===== src/sv/modular_exponentiation_defines.svh =====
// Assertion macros for the modular exponentiation block.
// Used by the top level only; set NO_ASSERTIONS to compile them away.
`ifndef MODULAR_EXPONENTIATION_DEFINES_SVH
`define MODULAR_EXPONENTIATION_DEFINES_SVH

`ifndef NO_ASSERTIONS
// Hold expr at every edge outside reset.
`define MX_ASSERT(name, expr, msg) \
  name: assert property (@(posedge clk) disable iff (rst) (expr)) else $error(msg);
// When ante holds, cons must hold at the next edge.
`define MX_ASSERT_NEXT(name, ante, cons, msg) \
  name: assert property (@(posedge clk) disable iff (rst) (ante) |=> (cons)) else $error(msg);
`else
`define MX_ASSERT(name, expr, msg)
`define MX_ASSERT_NEXT(name, ante, cons, msg)
`endif

`endif


===== src/sv/modexp_pkg.sv =====
// Shared types and constants for the modular exponentiation block.
// No dependencies; imported by the controller, datapath and top level.
package modexp_pkg;

  localparam int unsigned WORD_BITS_DEF = 32;
  localparam int unsigned REG_IDX_W     = 1;

  // Configuration register indexes
  localparam logic [REG_IDX_W-1:0] REG_EXPONENT = 1'b0;
  localparam logic [REG_IDX_W-1:0] REG_MODULUS  = 1'b1;

  // Controller to datapath commands
  typedef struct packed {
    logic load;       // capture exponent, seed accumulator
    logic start_red;  // start 1 * message (reduces message mod modulus)
    logic start_mul;  // start acc * base
    logic start_sq;   // start base * base
    logic cap_base;   // take product into base
    logic cap_acc;    // take product into accumulator
    logic shift_exp;  // drop the exponent bit just used
    logic out_load;   // move accumulator into the output register
  } cmd_t;

  // Datapath to controller status
  typedef struct packed {
    logic mul_busy;
    logic exp_lsb;
    logic exp_zero;
    logic small_mod;  // modulus of zero or one
  } sts_t;

endpackage


===== src/sv/modexp_mulmod.sv =====
// Bit-serial modular multiplier with interleaved reduction, one bit per cycle.
// Standalone; instantiated by modexp_dp.
module modexp_mulmod #(
  parameter int unsigned WORD_BITS = 32
) (
  input  logic                 clk,
  input  logic                 rst,
  input  logic                 start,
  input  logic [WORD_BITS-1:0] a,
  input  logic [WORD_BITS-1:0] b,
  input  logic [WORD_BITS-1:0] modulus,
  output logic                 busy,
  output logic [WORD_BITS-1:0] product
);

  localparam int unsigned CNT_W = $clog2(WORD_BITS + 1);

  logic [WORD_BITS-1:0] r;
  logic [WORD_BITS-1:0] a_q;
  logic [WORD_BITS-1:0] b_q;
  logic [CNT_W-1:0]     cnt;

  logic [WORD_BITS:0]   s_dbl;
  logic [WORD_BITS-1:0] r_dbl;
  logic [WORD_BITS:0]   s_add;
  logic [WORD_BITS-1:0] r_next;

  // Double, reduce, then conditionally add a and reduce again
  always_comb begin
    s_dbl = {1'b0, r} + {1'b0, r};
    if (s_dbl >= {1'b0, modulus}) begin
      s_dbl = s_dbl - {1'b0, modulus};
    end
    r_dbl = s_dbl[WORD_BITS-1:0];
    s_add = {1'b0, r_dbl} + (b_q[WORD_BITS-1] ? {1'b0, a_q} : '0);
    if (s_add >= {1'b0, modulus}) begin
      s_add = s_add - {1'b0, modulus};
    end
    r_next = s_add[WORD_BITS-1:0];
  end

  always_ff @(posedge clk) begin
    if (rst) begin
      busy <= 1'b0;
      cnt  <= '0;
    end else if (start) begin
      busy <= 1'b1;
      cnt  <= CNT_W'(WORD_BITS);
    end else if (busy) begin
      cnt <= cnt - 1'b1;
      if (cnt == CNT_W'(1)) begin
        busy <= 1'b0;
      end
    end
  end

  always_ff @(posedge clk) begin
    if (start) begin
      r   <= '0;
      a_q <= a;
      b_q <= b;
    end else if (busy) begin
      r   <= r_next;
      b_q <= b_q << 1;
    end
  end

  assign product = r;

endmodule


===== src/sv/modexp_dp.sv =====
// Datapath: accumulator, base, exponent shifter and the shared multiplier.
// Depends on modexp_pkg and modexp_mulmod.
module modexp_dp
  import modexp_pkg::*;
#(
  parameter int unsigned WORD_BITS = 32
) (
  input  logic                 clk,
  input  logic                 rst,
  input  cmd_t                 cmd,
  input  logic [WORD_BITS-1:0] message,
  input  logic [WORD_BITS-1:0] exponent,
  input  logic [WORD_BITS-1:0] modulus,
  output sts_t                 sts,
  output logic [WORD_BITS-1:0] acc
);

  logic [WORD_BITS-1:0] base;
  logic [WORD_BITS-1:0] exp_sh;
  logic [WORD_BITS-1:0] op_a;
  logic [WORD_BITS-1:0] op_b;
  logic [WORD_BITS-1:0] product;
  logic                 mul_start;
  logic                 mul_busy;

  assign mul_start = cmd.start_red | cmd.start_mul | cmd.start_sq;

  always_comb begin
    op_a = base;
    op_b = base;
    if (cmd.start_red) begin
      op_a = WORD_BITS'(1);
      op_b = message;
    end else if (cmd.start_mul) begin
      op_a = acc;
    end
  end

  modexp_mulmod #(
    .WORD_BITS(WORD_BITS)
  ) u_mulmod (
    .clk    (clk),
    .rst    (rst),
    .start  (mul_start),
    .a      (op_a),
    .b      (op_b),
    .modulus(modulus),
    .busy   (mul_busy),
    .product(product)
  );

  always_ff @(posedge clk) begin
    if (cmd.load) begin
      acc    <= sts.small_mod ? '0 : WORD_BITS'(1);
      exp_sh <= exponent;
    end else begin
      if (cmd.cap_acc) begin
        acc <= product;
      end
      if (cmd.shift_exp) begin
        exp_sh <= exp_sh >> 1;
      end
    end
    if (cmd.cap_base) begin
      base <= product;
    end
  end

  always_comb begin
    sts.mul_busy  = mul_busy;
    sts.exp_lsb   = exp_sh[0];
    sts.exp_zero  = (exp_sh == '0);
    sts.small_mod = (modulus <= WORD_BITS'(1));
  end

endmodule


===== src/sv/modexp_ctrl.sv =====
// Controller: sequences reduction, multiply and square rounds per request.
// Depends on modexp_pkg.
module modexp_ctrl
  import modexp_pkg::*;
(
  input  logic clk,
  input  logic rst,
  input  logic in_valid,
  output logic in_ready,
  input  logic out_free,
  input  sts_t sts,
  output cmd_t cmd
);

  typedef enum logic [5:0] {
    S_IDLE   = 6'b000001,
    S_REDUCE = 6'b000010,
    S_CHECK  = 6'b000100,
    S_MUL    = 6'b001000,
    S_SQ     = 6'b010000,
    S_DONE   = 6'b100000
  } state_t;

  state_t state;
  state_t state_next;

  always_ff @(posedge clk) begin
    if (rst) begin
      state <= S_IDLE;
    end else begin
      state <= state_next;
    end
  end

  always_comb begin
    state_next = state;
    cmd        = '0;
    in_ready   = 1'b0;
    case (state)
      S_IDLE: begin
        in_ready = 1'b1;
        if (in_valid) begin
          cmd.load = 1'b1;
          if (sts.small_mod) begin
            state_next = S_DONE;
          end else begin
            cmd.start_red = 1'b1;
            state_next    = S_REDUCE;
          end
        end
      end
      S_REDUCE: begin
        if (!sts.mul_busy) begin
          cmd.cap_base = 1'b1;
          state_next   = S_CHECK;
        end
      end
      S_CHECK: begin
        if (sts.exp_zero) begin
          state_next = S_DONE;
        end else if (sts.exp_lsb) begin
          cmd.start_mul = 1'b1;
          state_next    = S_MUL;
        end else begin
          cmd.start_sq = 1'b1;
          state_next   = S_SQ;
        end
      end
      S_MUL: begin
        if (!sts.mul_busy) begin
          cmd.cap_acc  = 1'b1;
          cmd.start_sq = 1'b1;
          state_next   = S_SQ;
        end
      end
      S_SQ: begin
        if (!sts.mul_busy) begin
          cmd.cap_base  = 1'b1;
          cmd.shift_exp = 1'b1;
          state_next    = S_CHECK;
        end
      end
      S_DONE: begin
        if (out_free) begin
          cmd.out_load = 1'b1;
          state_next   = S_IDLE;
        end
      end
      default: begin
        state_next = S_IDLE;
      end
    endcase
  end

endmodule


===== src/sv/modular_exponentiation.sv =====
// Modular exponentiation: power_result = message ^ exponent mod modulus.
// Depends on modexp_pkg, modexp_ctrl, modexp_dp and the assertion header.
//
// Usage: write the exponent (index 0) and modulus (index 1) through the
// cfg_we / cfg_index / cfg_data port while the block is idle. Send one
// request per message on the s_* stream; one result per request leaves on
// the m_* stream, in order.
// Sequence: each modular multiplication occupies the shared bit-serial
// multiplier. A request runs one reduction of the message, then for each
// exponent bit up to the highest set bit a multiply if the bit is set and
// a square. A modulus of zero or one skips all rounds and returns 0.
// Throughput: one request at a time; s_tready is high only while idle.
// The finished result sits in an output register, so a new request is
// taken while the previous result still waits for m_tready.
// Reset: exponent and modulus return to 1, the sequence and the output
// valid flag are cleared. A stalled receiver holds the result in place;
// the next result waits until the output register drains.
`include "modular_exponentiation_defines.svh"

module modular_exponentiation
  import modexp_pkg::*;
#(
  parameter int unsigned WORD_BITS = WORD_BITS_DEF
) (
  input  logic                           clk,
  input  logic                           rst,
  // request stream
  input  logic                           s_tvalid,
  output logic                           s_tready,
  input  logic [8*((WORD_BITS+7)/8)-1:0] s_tdata,   // [WORD_BITS-1:0] message
  // result stream
  output logic                           m_tvalid,
  input  logic                           m_tready,
  output logic [8*((WORD_BITS+7)/8)-1:0] m_tdata,   // [WORD_BITS-1:0] power_result
  // configuration writes
  input  logic                           cfg_we,
  input  logic [REG_IDX_W-1:0]           cfg_index,
  input  logic [WORD_BITS-1:0]           cfg_data
);

  logic [WORD_BITS-1:0] exponent;
  logic [WORD_BITS-1:0] modulus;
  logic [WORD_BITS-1:0] acc;
  logic [WORD_BITS-1:0] out_q;
  logic                 out_valid;
  logic                 out_free;
  cmd_t                 cmd;
  sts_t                 sts;

  // Configuration registers; to be written only while idle, a rule the user keeps, unchecked by the block
  always_ff @(posedge clk) begin
    if (rst) begin
      exponent <= WORD_BITS'(1);
      modulus  <= WORD_BITS'(1);
    end else if (cfg_we) begin
      case (cfg_index)
        REG_EXPONENT: exponent <= cfg_data;
        REG_MODULUS:  modulus  <= cfg_data;
        default: begin
        end
      endcase
    end
  end

  // Free when empty, or when the held result leaves this cycle
  assign out_free = !out_valid || m_tready;

  modexp_ctrl u_ctrl (
    .clk     (clk),
    .rst     (rst),
    .in_valid(s_tvalid),
    .in_ready(s_tready),
    .out_free(out_free),
    .sts     (sts),
    .cmd     (cmd)
  );

  modexp_dp #(
    .WORD_BITS(WORD_BITS)
  ) u_dp (
    .clk     (clk),
    .rst     (rst),
    .cmd     (cmd),
    .message (s_tdata[WORD_BITS-1:0]),
    .exponent(exponent),
    .modulus (modulus),
    .sts     (sts),
    .acc     (acc)
  );

  // Output register: load a finished result, drop it once taken
  always_ff @(posedge clk) begin
    if (rst) begin
      out_valid <= 1'b0;
    end else if (cmd.out_load) begin
      out_valid <= 1'b1;
    end else if (m_tready) begin
      out_valid <= 1'b0;
    end
  end

  always_ff @(posedge clk) begin
    if (cmd.out_load) begin
      out_q <= acc;
    end
  end

  assign m_tvalid = out_valid;

  always_comb begin
    m_tdata                = '0;
    m_tdata[WORD_BITS-1:0] = out_q;
  end

  // A new result never lands on one that is still waiting
  `MX_ASSERT(a_no_overwrite, !(cmd.out_load && out_valid && !m_tready), "result overwritten")
  // Every loaded result is a residue of a nonzero modulus
  `MX_ASSERT(a_residue, !cmd.out_load || (modulus == '0) || (acc < modulus), "result not reduced")
  // One request at a time: ready drops right after a request is taken
  `MX_ASSERT_NEXT(a_one_at_a_time, s_tvalid && s_tready, !s_tready, "request overlap")

endmodule

===== config.mk =====
export PLATFORM = sky130hd
export DESIGN_NAME = modular_exponentiation
export DESIGN_NICKNAME = d
export VERILOG_FILES = /design/src/sv/modexp_pkg.sv /design/src/sv/modexp_mulmod.sv /design/src/sv/modexp_dp.sv /design/src/sv/modexp_ctrl.sv /design/src/sv/modular_exponentiation.sv
export VERILOG_INCLUDE_DIRS = /design/src /design/src/sv
export SDC_FILE = /design/constraint.sdc
export NUM_CORES = 1
export LEC_CHECK = 0
export ABC_AREA = 1
export BUFFER_PORTS_ARGS = -buffer_cell sky130_fd_sc_hd__buf_2
export CAP_MARGIN = 20
export CORE_MARGIN = 2
export CORE_UTILIZATION = 25
export DETAILED_ROUTE_END_ITERATION = 10
export PLACE_DENSITY = 0.48
export SYNTH_ARGS = -nofsm -noshare
export SYNTH_HDL_FRONTEND = slang
export SYNTH_SLANG_ARGS = --single-unit
export TNS_END_PERCENT = 10

===== constraint.sdc =====
create_clock -name clk -period 4.7 [get_ports clk]
set_input_delay 0 -clock clk [delete_from_list [all_inputs] [get_ports clk]]
set_output_delay 0 -clock clk [all_outputs]
set_load 0.02 [all_outputs]

==> metrics.yaml <==
outcome:
  status: "finished with violations"
  violations: "setup timing"
global_routing:
  grt_overflow_total: 0
  grt_pass1_wl_mm: 108
  antenna_found_initial: 0
  grt_max_degree: 66
  grt_pass1_vias: 18827
  grt_usage_pct: 18.1
timing:
  finalCritPeriodShare_pct: 112
  fin_skew_ns: 0.0378
  slew_violations: 0
  fmax_mhz: 191
  final.min_clock_period_ns: 5.25
  slew_headroom_pct: 39.9
  hold_viol_final: 0
  finalWorstSetupSlack_ns: -0.547
  tightest_slew_ns: 0.893
  rsz0062_at_grt: "yes"
  fin_tns_setup_ns: -16.53
  finalSetupViolations: 32
yosys:
  synth_seq_cells: 302
  synth_cell_type_count: 44
  ys.warnings.count: 0
  syn-num-nets: 2739
  synth_flop_cell: "edfxtp_1"
  syn_area_per_cell_um2: 7.34
  syn_inst: 2568
  netlist_area_um2: 18800
  ys_async_sr_fraction_pct: 0
  ys_seq_area_share_pct: 42.3
  synth_edf_count: 192
clock_network:
  clk_pin_slew_ns: 0.07
  cts_max_level: 2
  cts.sinks: 302
  tritoncts: "done"
  cts_root_buf: "clkbuf_16"
  cts_buffers: 34
  cts.path.max_buffers: 3
  insertion_delay_ns: 0.58
floorplanning:
  rows: 100
  io_pins: 104
  initial_utilization_pct: 25.3
  die_area_um2: 77600
  die_w_um: 279
  die_h_um: 279
  coreArea_um2: 74600
worst_setup_path:
  critPathTopFamily: "simple AND/OR/NAND/NOR gates"
  critical_path_class: "reg -> reg"
  crit_fanout: 8
  crit_slowest_cell: "fa_2"
  timing.rr.start: "modulus[20]"
  cp-start-kind: "flip-flop"
  cp_data_required_time_ns: 5.15
  rr_worst_depth: 42
  startpoint: "modulus[20]"
  crit_buf_inv: 11
  crit_end: "u_dp.u_mulmod.product[29]"
  cp.arrival_ns: 5.70
  endpoint_kind: "flip-flop"
  worstReg2RegEnd: "u_dp.u_mulmod.product[29]"
  regToRegSetupSlack_ns: -0.55
  cpPeakStageDelay_ns: 0.35
  path_common_cell: "nand2_1"
  cp.depth: 42
route:
  dr.pass1.iters: 5
  vias: 19017
  wl_mm: 71.1
  antenna_left: 0
  wl_per_cell_um: 16.8
  via_per_inst: 4.50
  drc_errors: 0
  drt_iter0_markers: 1113
place:
  hpwl_mm: 55.5
  portBuffers: 103
  gp_congestion: 0.933
final_layout:
  n_fill_cell: 7754
  insertedDiodeCount: 0
  fin_nets: 3399
  final_cell_mix: "619 x nand2_1, 503 x buf_4, 308 x inv_1, 232 x nor2_1, 192 x edfxtp_1"
  post_route_cells_drive_above_1_share_pct: 32.9
  layout_commonest_cell: "nand2_1"
  area_growth_pct: 49.3
run:
  cap_viol_max_count: 0
min_path:
  hp-class: "in -> reg"
## metrics by stage
stage	worst slack, ns	util (%)	instance area (µm²)	hold slack (ns)	cells
after floorplan	0.00226	-	19000	0.135	2568
after global placement	-1.25	32.3	24100	0.246	4045
after detailed placement	-1.25	32.3	24100	0.249	4046
after CTS	-0.452	36.7	27400	0.00830	4212
after global routing	-0.839	37.7	28100	0.0796	4223
final	-0.547	37.7	28100	0.0414	4223
## sequential cells by signal (all words and copies together), names as in the netlist, 32 cells and up
| signal | flops |
|---|---|
| u_dp.base | 32 |
| u_dp.u_mulmod.product | 32 |
| modulus | 32 |
| exponent | 32 |
| u_dp.acc | 32 |
| m_tdata | 32 |
| u_dp.u_mulmod.b_q | 32 |
| u_dp.u_mulmod.a_q | 32 |
| u_dp.exp_sh | 32 |
## area by class of cell
| type | instances | area (µm²) | area share (%) |
|---|---|---|---|
| clock buffers | 37 | 872 | 3.10 |
| clock inverters | 25 | 233 | 0.828 |
| inverters | 346 | 1310 | 4.64 |
| multi-input cells | 1844 | 11100 | 39.6 |
| flip-flops and latches | 302 | 7980 | 28.4 |
| well taps | 969 | 1210 | 4.31 |
| repair buffers | 700 | 5380 | 19.1 |
## worst min path at each step
stage	cells past startpoint	to	slack, ns	from
after global placement	3	exponent[30]	0.25	cfg_data[30]
after global routing	5	exponent[5]	0.08	cfg_index
after detailed placement	3	exponent[30]	0.25	cfg_data[30]
after floorplan	2	exponent[10]	0.13	cfg_data[10]
after CTS	3	modulus[2]	0.008	cfg_we
final	3	modulus[2]	0.04	cfg_we
## cell families (layout without fill, tap and decap cells)
family,count (synthesis),count (layout),share of synthesized area (%)
fa+ha+maj,101,101,6.83
xor+xnor,64,64,2.98
flops,302,302,42.3
compound gates,427,427,12.1
simple gates,1251,1252,27.2
buf+inv,423,1108,8.62
## tightest hold or removal path, delay by kind of cell
family	cells	cell delay, ns
AOI/OAI and AO/OA	1	0.12
buffers and inverters	1	0.11
and+or+nand+nor	1	0.34
## layer usage
layer / track usage, % / wire length, µm / up-vias
met5: 0 / 0 / -
met1: 23.8 / 32800 / 8879
met4: 5.64 / 2140 / 0
met3: 1.72 / 2390 / 81
li1: - / - / 9710
met2: 31.2 / 33900 / 347
## what timing repair did
item                                    CTS  global route
endpoints found under the setup margin   32            32
setup buffers                            30             8
hold endpoints to repair                 93             0
hold buffers                             69             0
pin swaps                                85            75
gates resized for setup                 314           148
gates cloned                              5             1
## Yosys cell counts, types with 2 or more instances
master	n	area, µm²
a21oi_1	208	1040
o21a_1	3	22.5
nand2_1	714	2680
buf_4	4	30.0
a31oi_1	5	31.3
nor2_1	289	1080
a21o_1	8	60.1
ha_1	98	1230
buf_2	17	85.1
nand2_2	2	12.5
nand3_1	160	801
xnor2_1	22	193
o21ai_0	157	786
o22ai_1	18	113
clkbuf_1	51	191
inv_2	3	11.3
nor4_1	13	81.3
a21boi_0	4	30.0
nor2_4	2	22.5
nor2_2	4	25.0
and2_1	3	18.8
nor3_1	26	130
nand3b_1	15	113
edfxtp_1	192	5770
fa_1	3	60.1
o211ai_1	2	15.0
dfxtp_1	110	2200
inv_1	342	1280
o21bai_1	17	128
buf_1	5	18.8
xor2_1	42	368
nand4_1	17	106
Power is left out: the tool's default activity adds up to more than one toggle a clock period on the data nets, which glitch-free logic cannot reach.
